--- config.mk ---
export PLATFORM = sky130hd
export DESIGN_NAME = pid_filtered_derivative
export DESIGN_NICKNAME = d
export VERILOG_FILES = /design/src/hdl/pfd_pkg.sv /design/src/hdl/pid_filtered_derivative.sv /design/src/hdl/pfd_cfg_regs.sv /design/src/hdl/pfd_serial_mul.sv
export SDC_FILE = /design/constraint.sdc
export NUM_CORES = 2
export LEC_CHECK = 0
export ABC_AREA = 1
export BUFFER_PORTS_ARGS = -buffer_cell sky130_fd_sc_hd__clkbuf_2
export CAP_MARGIN = 20
export CORE_ASPECT_RATIO = 1.5
export CORE_MARGIN = 8
export CORE_UTILIZATION = 50
export CTS_CLUSTER_DIAMETER = 150
export DETAILED_ROUTE_END_ITERATION = 10
export PLACE_DENSITY = 0.66
export SYNTH_ARGS = -nofsm -noshare
export SYNTH_HDL_FRONTEND = slang
export SYNTH_SLANG_ARGS = --single-unit
export TNS_END_PERCENT = 50
--- constraint.sdc ---
create_clock -name clk_i -period 7.6 [get_ports clk_i]
set_clock_uncertainty 0.1 [all_clocks]
set_input_delay 1.14 -clock clk_i [delete_from_list [all_inputs] [get_ports clk_i]]
set_output_delay 1.14 -clock clk_i [all_outputs]
set_load 0.01 [all_outputs]
--- src/hdl/pfd_pkg.sv ---
// ---------------------------------------------------------------------------
// pfd_pkg
// widths, register indexes, step codes and saturation helper for the
// velocity-form pid block with filtered derivative
// ---------------------------------------------------------------------------
`default_nettype none

package pfd_pkg;

  // fixed field widths
  localparam int COEF_W         = 32;
  localparam int OUT_TDATA_W    = 32;
  localparam int SUM_W          = 64;
  localparam int PROD_W         = 2 * COEF_W;

  // parameter defaults
  localparam int SAMPLE_WIDTH_DEF = 16;
  localparam int COEF_FRAC_DEF    = 16;

  // digit-serial multiplier geometry
  localparam int DIGIT_W    = 8;
  localparam int NUM_DIGITS = COEF_W / DIGIT_W;

  // configuration register file
  localparam int NUM_REGS  = 7;
  localparam int CFG_IDX_W = 3;

  localparam logic [CFG_IDX_W-1:0] REG_PI_NOW   = 3'd0;
  localparam logic [CFG_IDX_W-1:0] REG_PI_PREV  = 3'd1;
  localparam logic [CFG_IDX_W-1:0] REG_D_NOW    = 3'd2;
  localparam logic [CFG_IDX_W-1:0] REG_D_PREV   = 3'd3;
  localparam logic [CFG_IDX_W-1:0] REG_D_OLDER  = 3'd4;
  localparam logic [CFG_IDX_W-1:0] REG_GAIN_IN  = 3'd5;
  localparam logic [CFG_IDX_W-1:0] REG_GAIN_FB  = 3'd6;

  // multiply steps of one sample, in issue order
  localparam int STEP_W = 3;
  localparam logic [STEP_W-1:0] STEP_PI_NOW  = 3'd0;
  localparam logic [STEP_W-1:0] STEP_PI_PREV = 3'd1;
  localparam logic [STEP_W-1:0] STEP_D_NOW   = 3'd2;
  localparam logic [STEP_W-1:0] STEP_D_PREV  = 3'd3;
  localparam logic [STEP_W-1:0] STEP_D_OLDER = 3'd4;
  localparam logic [STEP_W-1:0] STEP_FILT_FB = 3'd5;
  localparam logic [STEP_W-1:0] STEP_FILT_IN = 3'd6;
  localparam logic [STEP_W-1:0] STEP_LAST    = STEP_FILT_IN;

  // saturation bounds in the wide sum format
  localparam logic signed [SUM_W-1:0] SAT_MAX =
    {{(SUM_W - COEF_W + 1){1'b0}}, {(COEF_W - 1){1'b1}}};
  localparam logic signed [SUM_W-1:0] SAT_MIN =
    {{(SUM_W - COEF_W + 1){1'b1}}, {(COEF_W - 1){1'b0}}};

  typedef struct packed {
    logic                     ovf;
    logic [COEF_W-1:0]        val;
  } clamp_t;

  // request into and response out of the serial multiplier
  typedef struct packed {
    logic                     start;
    logic [COEF_W-1:0]        a;
    logic [COEF_W-1:0]        b;
  } mul_req_t;

  typedef struct packed {
    logic                     done;
    logic [PROD_W-1:0]        prod;
  } mul_rsp_t;

  // clip a wide sum to the signed 32-bit range
  function automatic clamp_t sat_clamp(input logic signed [SUM_W-1:0] x);
    clamp_t r;
    r.ovf = 1'b0;
    r.val = x[COEF_W-1:0];
    if (x > SAT_MAX) begin
      r.ovf = 1'b1;
      r.val = {1'b0, {(COEF_W - 1){1'b1}}};
    end else if (x < SAT_MIN) begin
      r.ovf = 1'b1;
      r.val = {1'b1, {(COEF_W - 1){1'b0}}};
    end
    return r;
  endfunction

  // coefficient used by each multiply step
  function automatic logic [CFG_IDX_W-1:0] step_reg(input logic [STEP_W-1:0] step);
    logic [CFG_IDX_W-1:0] idx;
    case (step)
      STEP_PI_NOW:  idx = REG_PI_NOW;
      STEP_PI_PREV: idx = REG_PI_PREV;
      STEP_D_NOW:   idx = REG_D_NOW;
      STEP_D_PREV:  idx = REG_D_PREV;
      STEP_D_OLDER: idx = REG_D_OLDER;
      STEP_FILT_FB: idx = REG_GAIN_FB;
      STEP_FILT_IN: idx = REG_GAIN_IN;
      default:      idx = REG_PI_NOW;
    endcase
    return idx;
  endfunction

endpackage

`default_nettype wire

--- src/hdl/pid_filtered_derivative.sv ---
// ---------------------------------------------------------------------------
// pid_filtered_derivative: velocity-form pid, tustin low-pass on derivative
// result: registered in ST_OUT after the products and ST_FIN, later if stalled
// throughput: one sample at a time, 7 serial products per sample
// reset: async active low, clears registers, error history and accumulators
// ---------------------------------------------------------------------------
`default_nettype none

module pid_filtered_derivative #(
  parameter  int SAMPLE_WIDTH   = pfd_pkg::SAMPLE_WIDTH_DEF,
  parameter  int COEF_FRAC_BITS = pfd_pkg::COEF_FRAC_DEF,
  localparam int InTdataW       = ((2 * SAMPLE_WIDTH + 7) / 8) * 8
) (
  input  logic                              clk_i,
  input  logic                              rst_ni,
  // sample input
  input  logic                              s_axis_tvalid,
  output logic                              s_axis_tready,
  input  logic [InTdataW-1:0]               s_axis_tdata,  // setpoint, measured
  // drive output
  output logic                              m_axis_tvalid,
  input  logic                              m_axis_tready,
  output logic [pfd_pkg::OUT_TDATA_W-1:0]   m_axis_tdata,  // drive
  output logic                              m_axis_tuser,  // saturated
  // register writes
  input  logic                              cfg_valid_i,
  output logic                              cfg_ready_o,
  input  logic [pfd_pkg::CFG_IDX_W-1:0]     cfg_index_i,
  input  logic [pfd_pkg::COEF_W-1:0]        cfg_data_i
);
  import pfd_pkg::*;

  localparam int ErrW = SAMPLE_WIDTH + 1;

  typedef enum logic [3:0] {
    ST_IDLE = 4'b0001,
    ST_MUL  = 4'b0010,
    ST_FIN  = 4'b0100,
    ST_OUT  = 4'b1000
  } state_e;

  state_e                    state_q, state_d;
  logic [STEP_W-1:0]         step_q;
  logic                      start_q;
  logic                      dsum_go_q;
  logic                      sat_q;

  logic signed [ErrW-1:0]    e0_q, e1_q, e2_q;
  logic signed [SUM_W-1:0]   sum_q;
  logic signed [COEF_W-1:0]  acc_pi_q, d0_q, dsum_q, fd0_q;
  logic signed [COEF_W-1:0]  dlast_q, fdlast_q, acc_q;

  logic                      m_valid_q;
  logic [OUT_TDATA_W-1:0]    m_data_q;
  logic                      m_sat_q;

  logic                      in_acc;
  logic                      slot_free;
  logic                      mul_done;
  logic                      last_step;
  logic signed [SAMPLE_WIDTH-1:0] sp, ms;
  logic signed [ErrW-1:0]    e_new;
  logic [COEF_W-1:0]         coef;
  logic [COEF_W-1:0]         operand;
  logic signed [SUM_W-1:0]   prod;
  logic signed [SUM_W-1:0]   prod_shift;
  logic signed [SUM_W-1:0]   addend;
  logic signed [SUM_W-1:0]   sum_next;
  logic                      clamp_step;
  clamp_t                    step_cl, dsum_cl, fin_cl;
  logic                      sat_set;
  mul_req_t                  mul_req;
  mul_rsp_t                  mul_rsp;

  // handshakes
  assign s_axis_tready = (state_q == ST_IDLE);
  assign in_acc        = s_axis_tvalid && s_axis_tready;
  assign slot_free     = !m_valid_q || m_axis_tready;
  assign cfg_ready_o   = 1'b1;
  assign mul_done      = mul_rsp.done && (state_q == ST_MUL);
  assign last_step     = (step_q == STEP_LAST);

  // error of the incoming sample
  assign sp    = s_axis_tdata[SAMPLE_WIDTH-1:0];
  assign ms    = s_axis_tdata[2*SAMPLE_WIDTH-1:SAMPLE_WIDTH];
  assign e_new = $signed({sp[SAMPLE_WIDTH-1], sp}) - $signed({ms[SAMPLE_WIDTH-1], ms});

  pfd_cfg_regs u_cfg_regs (
    .clk_i       (clk_i),
    .rst_ni      (rst_ni),
    .cfg_valid_i (cfg_valid_i),
    .cfg_index_i (cfg_index_i),
    .cfg_data_i  (cfg_data_i),
    .rd_index_i  (step_reg(step_q)),
    .rd_coef_o   (coef)
  );

  // second multiplier operand per step
  always_comb begin
    case (step_q)
      STEP_PI_NOW:  operand = COEF_W'(e0_q);
      STEP_PI_PREV: operand = COEF_W'(e1_q);
      STEP_D_NOW:   operand = COEF_W'(e0_q);
      STEP_D_PREV:  operand = COEF_W'(e1_q);
      STEP_D_OLDER: operand = COEF_W'(e2_q);
      STEP_FILT_FB: operand = fdlast_q;
      STEP_FILT_IN: operand = dsum_q;
      default:      operand = '0;
    endcase
  end

  assign mul_req.start = start_q;
  assign mul_req.a     = coef;
  assign mul_req.b     = operand;

  pfd_serial_mul u_mul (
    .clk_i  (clk_i),
    .rst_ni (rst_ni),
    .req_i  (mul_req),
    .rsp_o  (mul_rsp)
  );

  // fold the finished product into the running sum
  assign prod       = $signed(mul_rsp.prod);
  assign prod_shift = prod >>> COEF_FRAC_BITS;

  always_comb begin
    case (step_q)
      STEP_FILT_FB: addend = -prod_shift;
      STEP_FILT_IN: addend = prod_shift;
      default:      addend = prod;
    endcase
  end

  assign sum_next   = sum_q + addend;
  assign step_cl    = sat_clamp(sum_next);
  assign clamp_step = step_q inside {STEP_PI_PREV, STEP_D_OLDER, STEP_FILT_IN};
  assign dsum_cl    = sat_clamp(SUM_W'(d0_q) + SUM_W'(dlast_q));
  assign fin_cl     = sat_clamp(SUM_W'(acc_pi_q) + SUM_W'(fd0_q));

  assign sat_set = (mul_done && clamp_step && step_cl.ovf) ||
                   (dsum_go_q && dsum_cl.ovf) ||
                   ((state_q == ST_FIN) && fin_cl.ovf);

  // sequencer
  always_comb begin
    state_d = state_q;
    case (state_q)
      ST_IDLE: if (in_acc) state_d = ST_MUL;
      ST_MUL:  if (mul_done && last_step) state_d = ST_FIN;
      ST_FIN:  state_d = ST_OUT;
      ST_OUT:  if (slot_free) state_d = ST_IDLE;
      default: state_d = ST_IDLE;
    endcase
  end

  // control and loop state
  always_ff @(posedge clk_i or negedge rst_ni) begin
    if (!rst_ni) begin
      state_q   <= ST_IDLE;
      step_q    <= STEP_PI_NOW;
      start_q   <= 1'b0;
      dsum_go_q <= 1'b0;
      sat_q     <= 1'b0;
      e0_q      <= '0;
      e1_q      <= '0;
      e2_q      <= '0;
      dlast_q   <= '0;
      fdlast_q  <= '0;
      acc_q     <= '0;
      m_valid_q <= 1'b0;
    end else begin
      state_q   <= state_d;
      start_q   <= in_acc || (mul_done && !last_step);
      dsum_go_q <= mul_done && (step_q == STEP_D_OLDER);
      if (in_acc) begin
        step_q <= STEP_PI_NOW;
        e0_q   <= e_new;
        sat_q  <= 1'b0;
      end else begin
        if (mul_done && !last_step) step_q <= step_q + 1'b1;
        if (sat_set) sat_q <= 1'b1;
      end
      // commit the sample to the loop history
      if (state_q == ST_FIN) begin
        acc_q    <= $signed(fin_cl.val);
        e1_q     <= e0_q;
        e2_q     <= e1_q;
        dlast_q  <= d0_q;
        fdlast_q <= fd0_q;
      end
      if ((state_q == ST_OUT) && slot_free) begin
        m_valid_q <= 1'b1;
      end else if (m_axis_tready) begin
        m_valid_q <= 1'b0;
      end
    end
  end

  // intermediate sums of the current sample
  always_ff @(posedge clk_i) begin
    if (in_acc) begin
      sum_q <= SUM_W'(acc_q);
    end else if (mul_done) begin
      case (step_q)
        STEP_PI_PREV: begin
          acc_pi_q <= $signed(step_cl.val);
          sum_q    <= '0;
        end
        STEP_D_OLDER: begin
          d0_q  <= $signed(step_cl.val);
          sum_q <= '0;
        end
        STEP_FILT_IN: begin
          fd0_q <= $signed(step_cl.val);
        end
        default: begin
          sum_q <= sum_next;
        end
      endcase
    end
    if (dsum_go_q) begin
      dsum_q <= $signed(dsum_cl.val);
    end
  end

  // output register
  always_ff @(posedge clk_i) begin
    if ((state_q == ST_OUT) && slot_free) begin
      m_data_q <= acc_q;
      m_sat_q  <= sat_q;
    end
  end

  assign m_axis_tvalid = m_valid_q;
  assign m_axis_tdata  = m_data_q;
  assign m_axis_tuser  = m_sat_q;

endmodule

`default_nettype wire

--- src/hdl/pfd_cfg_regs.sv ---
// ---------------------------------------------------------------------------
// pfd_cfg_regs
// coefficient and gain registers with a write channel and one read port
// ---------------------------------------------------------------------------
`default_nettype none

module pfd_cfg_regs (
  input  logic                            clk_i,
  input  logic                            rst_ni,
  input  logic                            cfg_valid_i,
  input  logic [pfd_pkg::CFG_IDX_W-1:0]   cfg_index_i,
  input  logic [pfd_pkg::COEF_W-1:0]      cfg_data_i,
  input  logic [pfd_pkg::CFG_IDX_W-1:0]   rd_index_i,
  output logic [pfd_pkg::COEF_W-1:0]      rd_coef_o
);
  import pfd_pkg::*;

  logic [NUM_REGS-1:0][COEF_W-1:0] regs_q;

  // register writes, out-of-range indexes dropped
  always_ff @(posedge clk_i or negedge rst_ni) begin
    if (!rst_ni) begin
      regs_q <= '0;
    end else if (cfg_valid_i && (cfg_index_i < CFG_IDX_W'(NUM_REGS))) begin
      regs_q[cfg_index_i] <= cfg_data_i;
    end
  end

  // read port for the sequencer
  assign rd_coef_o = (rd_index_i < CFG_IDX_W'(NUM_REGS)) ? regs_q[rd_index_i] : '0;

endmodule

`default_nettype wire

--- src/hdl/pfd_serial_mul.sv ---
// ---------------------------------------------------------------------------
// pfd_serial_mul
// signed 32 x 32 multiplier, one 8-bit digit of b per cycle, lsb first
// ---------------------------------------------------------------------------
`default_nettype none

module pfd_serial_mul (
  input  logic                 clk_i,
  input  logic                 rst_ni,
  input  pfd_pkg::mul_req_t    req_i,
  output pfd_pkg::mul_rsp_t    rsp_o
);
  import pfd_pkg::*;

  localparam int AccW = COEF_W + DIGIT_W + 1;
  localparam int CntW = (NUM_DIGITS > 1) ? $clog2(NUM_DIGITS) : 1;

  logic signed [COEF_W-1:0]  a_q;
  logic [COEF_W-1:0]         b_q;
  logic signed [AccW-1:0]    hi_q;
  logic [COEF_W-1:0]         lo_q;
  logic [CntW-1:0]           cnt_q;
  logic                      busy_q;
  logic                      done_q;

  logic                      last_digit;
  logic signed [DIGIT_W:0]   digit;
  logic signed [AccW-1:0]    part;
  logic signed [AccW-1:0]    sum_w;

  // top digit of b carries the sign, the others are unsigned
  assign last_digit = (cnt_q == CntW'(NUM_DIGITS - 1));
  assign digit      = $signed({b_q[DIGIT_W-1] & last_digit, b_q[DIGIT_W-1:0]});
  assign part       = a_q * digit;
  assign sum_w      = hi_q + part;

  // digit counter and done flag
  always_ff @(posedge clk_i or negedge rst_ni) begin
    if (!rst_ni) begin
      busy_q <= 1'b0;
      cnt_q  <= '0;
      done_q <= 1'b0;
    end else if (req_i.start) begin
      busy_q <= 1'b1;
      cnt_q  <= '0;
      done_q <= 1'b0;
    end else if (busy_q) begin
      cnt_q  <= cnt_q + 1'b1;
      busy_q <= !last_digit;
      done_q <= last_digit;
    end else begin
      done_q <= 1'b0;
    end
  end

  // partial product shift-accumulate, low digits shift into lo_q
  always_ff @(posedge clk_i) begin
    if (req_i.start) begin
      a_q  <= $signed(req_i.a);
      b_q  <= req_i.b;
      hi_q <= '0;
      lo_q <= '0;
    end else if (busy_q) begin
      hi_q <= sum_w >>> DIGIT_W;
      lo_q <= {sum_w[DIGIT_W-1:0], lo_q[COEF_W-1:DIGIT_W]};
      b_q  <= b_q >> DIGIT_W;
    end
  end

  assign rsp_o.done = done_q;
  assign rsp_o.prod = {hi_q[COEF_W-1:0], lo_q};

endmodule

`default_nettype wire

==> flow_metrics.py <==
metrics = {
    "global_route": {
        "overflow": 0,
        "grt_pass1_vias": 43651,
        "grt_start_max_net_pins": 173,
        "grt_pass1_wl_um": 247800,
        "grtUsageTotal_pct": 27.60,
        "antenna_found_initial": 1,
    },
    "worst_setup_path": {
        "critPathMaxFanout": 19,
        "reg2reg_depth": 25,
        "worst_ep_arrival_time_ns": 7.10,
        "cp.required_ns": 8.06,
        "endpoint_kind": "flop",
        "critPathLaunchType": "flop",
        "crit_type": "flop to flop",
    },
    "routing": {
        "drc_errors": 0,
        "drtPass1Iterations": 8,
        "viasPerCell": 5.573,
        "drtIter0Drc": 3634,
        "routed_wl_um": 160000,
        "wl_per_cell_um": 20.39,
        "vias": 43734,
        "final_antenna_net_count": 0,
    },
    "die": {
        "placementRows": 144,
        "dieArea_um2": 114300,
        "core_area_um2": 102700,
        "start_util_pct": 50.39,
        "die_h_um": 410.0,
        "io_pins": 108,
        "fp.dieW_um": 278.7,
    },
    "timing": {
        "worst_pin_slew_ns": 1.106,
        "rsz0062_at_grt": "false",
        "finalCritPeriodShare_pct": 87.37,
        "fin_ws_ns": 0.9596,
        "maxSlewViolCount": 0,
        "setup-violations-final": 0,
        "maxSlewHeadroom_pct": 26.24,
        "fmax_mhz": 150.6,
        "hold_ws_ns": 0.3327,
        "timing.setup.tns_ns": 0,
        "final-hold-violation-count": 0,
        "fin_crit_ns": 6.640,
    },
    "clock_tree": {
        "clkTransAtPathRegs_ns": 0.06,
        "cts_tree": "built",
        "cts_resized": 0,
        "cts_sinks": 740,
        "post_cts_buffers": 0,
        "worstSkewPairLatency_ns": 0.69,
        "root_buffer": "clkbuf_16",
        "cts_max_path_buffers": 3,
        "h-tree-depth": 3,
        "cts_buffers": 75,
        "cts_hold_buf": 0,
    },
    "logic_synthesis": {
        "synth_top_family_by_area": "simple AND/OR/NAND/NOR gates",
        "synth-edff-count": 289,
        "yosysSeqAreaShare_pct": 37.95,
        "synthAdderAreaFrac_pct": 16.37,
        "synthXorXnorAreaFrac_pct": 2.082,
        "synth_area_um2": 51750,
        "synthArstFlopShare_pct": 52.16,
        "synth_mux_area_share_pct": 0,
        "synth_compound_area_share_pct": 14.10,
        "synth_cell_type_count": 70,
        "ys_warn_count": 0,
        "syn_nets": 7036,
        "ys_ff_latch": 740,
        "ys.flop_type": "dfrtp_1",
        "syn-mean-instance-area_um2": 8.023,
        "syn_inst": 6450,
        "yosys.area_share.simple_pct": 20.26,
    },
    "flow_run": {
        "drv_cap": 0,
    },
    "cells_and_area": {
        "num_antenna_cells": 0,
        "final_nets": 7060,
        "regMostFlops": "u_cfg_regs.regs_q",
        "largest_reg_flops": 224,
        "top_regs": "u_cfg_regs.regs_q x224, sum_q x64, u_mul.hi_q x33",
        "drive_above_1_share_pct": 8.264,
        "syn2layout_area_growth_pct": 8.813,
    },
    "placement": {
        "hpwl_um": 122400,
        "portBuffers": 106,
        "pre_cts_slack_ns": 0.9667,
        "place.gp.congestion": 1.004,
    },
    "status": {
        "status": "completed",
    },
    "worst_hold_path": {
        "hold_class": "primary input to asynchronous set/reset pin",
    },
}
## synthesized netlist by cell type, drive strengths merged (13+ instances only)
library cell  count  area [um2]
nand2          1810        6892
inv             989        3712
o21ai           637        3316
nor2            407        1660
dfrtp           385        9634
edfxtp          289        8678
fa              272        5445
ha              242        3028
a21oi           229        1180
clkbuf          223       837.1
nand3           207        1076
o22ai            97       606.8
a31oi            86       538.0
xnor2            73       639.4
dfxtp            65        1301
a22oi            55       412.9
nor3             55       320.3
xor2             50       437.9
o21bai           45       341.6
or2              37       231.5
buf              34       202.7
nand4            24       150.1
a21o             23       172.7
a221oi           13       113.9
## metrics by stage
stage               std cells  util (%)  cell area, um2
detailed placement       7710     52.32           53740
finish                   7848     54.83           56310
floorplan                6450         -           51750
CTS                      7847     54.83           56310
global placement         7710     52.32           53740
global route             7848     54.83           56310
## worst max-delay path: stages (launching register included)
cell,delay [ns]
dfrtp_1,0.37
ha_1,0.21
nand2_1,0.31
buf_4,0.33
or2_2,0.30
fa_1,0.53
inv_1,0.05
fa_1,0.50
fa_1,0.52
fa_1,0.51
fa_1,0.49
ha_1,0.36
a21oi_1,0.19
o21ai_0,0.11
a21oi_1,0.13
nand2_1,0.07
a21oi_1,0.35
o21bai_1,0.17
nand2_1,0.09
nand2_1,0.07
a21boi_0,0.26
o21ai_0,0.15
a21oi_1,0.13
o21ai_0,0.10
nand2_1,0.06
inv_1,0.04
## cells in the final DEF (no fill, tap or decap), drive strengths merged, types with 4 or more instances in the layout
| cell | instances |
|---|---|
| o221ai | 10 |
| a21oi | 229 |
| a31oi | 86 |
| inv | 1003 |
| clkinv | 19 |
| xor2 | 50 |
| nor4 | 11 |
| o21bai | 45 |
| dfxtp | 65 |
| or2 | 37 |
| nand4 | 24 |
| a2111oi | 6 |
| nor2 | 407 |
| nand3 | 207 |
| buf | 98 |
| o211ai | 7 |
| dfrtp | 385 |
| o31ai | 5 |
| clkbuf | 204 |
| o21a | 11 |
| a21boi | 6 |
| a221oi | 13 |
| ha | 242 |
| o21ai | 637 |
| edfxtp | 289 |
| a22oi | 55 |
| fa | 272 |
| nand3b | 7 |
| a21o | 23 |
| clkinvlp | 7 |
| bufinv | 4 |
| o22ai | 97 |
| nor3 | 55 |
| xnor2 | 73 |
| a22o | 6 |
| a211oi | 4 |
| o311ai | 9 |
| nand2 | 1810 |
## worst paths after layout
path | slack (ns) | from | to
setup / recovery | 0.96 | u_mul.cnt_q[0] | u_mul.hi_q[30]
hold / removal | 0.33 | rst_ni | dlast_q[30]
setup reg to reg | 0.96 | u_mul.cnt_q[0] | u_mul.hi_q[30]
hold reg to reg | 0.35 | acc_q[27] | m_axis_tdata[27]
max in group asynchronous | 5.49 | rst_ni | u_cfg_regs.regs_q[156]
min in group clk_i | 0.35 | acc_q[27] | m_axis_tdata[27]
## layout make-up
type,count,area [um2]
fillers,9735,46390
multi-input cells,4459,27400
flip-flops and latches,740,19640
inverters,994,3734
clock buffers,98,2116
well taps,1314,1644
repair buffers,204,1324
clock inverters,39,454.2
## metal layers
| layer | routed length [um] | GRT usage (%) |
|---|---|---|
| met1 | 64100 | 33.88 |
| met2 | 77080 | 47.01 |
| met3 | 8602 | 3.321 |
| met4 | 10210 | 15.45 |
| met5 | 0 | 0 |
## cell families after synthesis
family	count (synthesis)
xor gates and xnor gates	123
AOI/OAI and AO/OA	1259
buffers and inverters	1251
adders and majority gates	514
other	1
DFF	740
and+or+nand+nor	2562
Power is left out: the tool's default activity adds up to more than one toggle a clock period on the data nets, which glitch-free logic cannot reach.
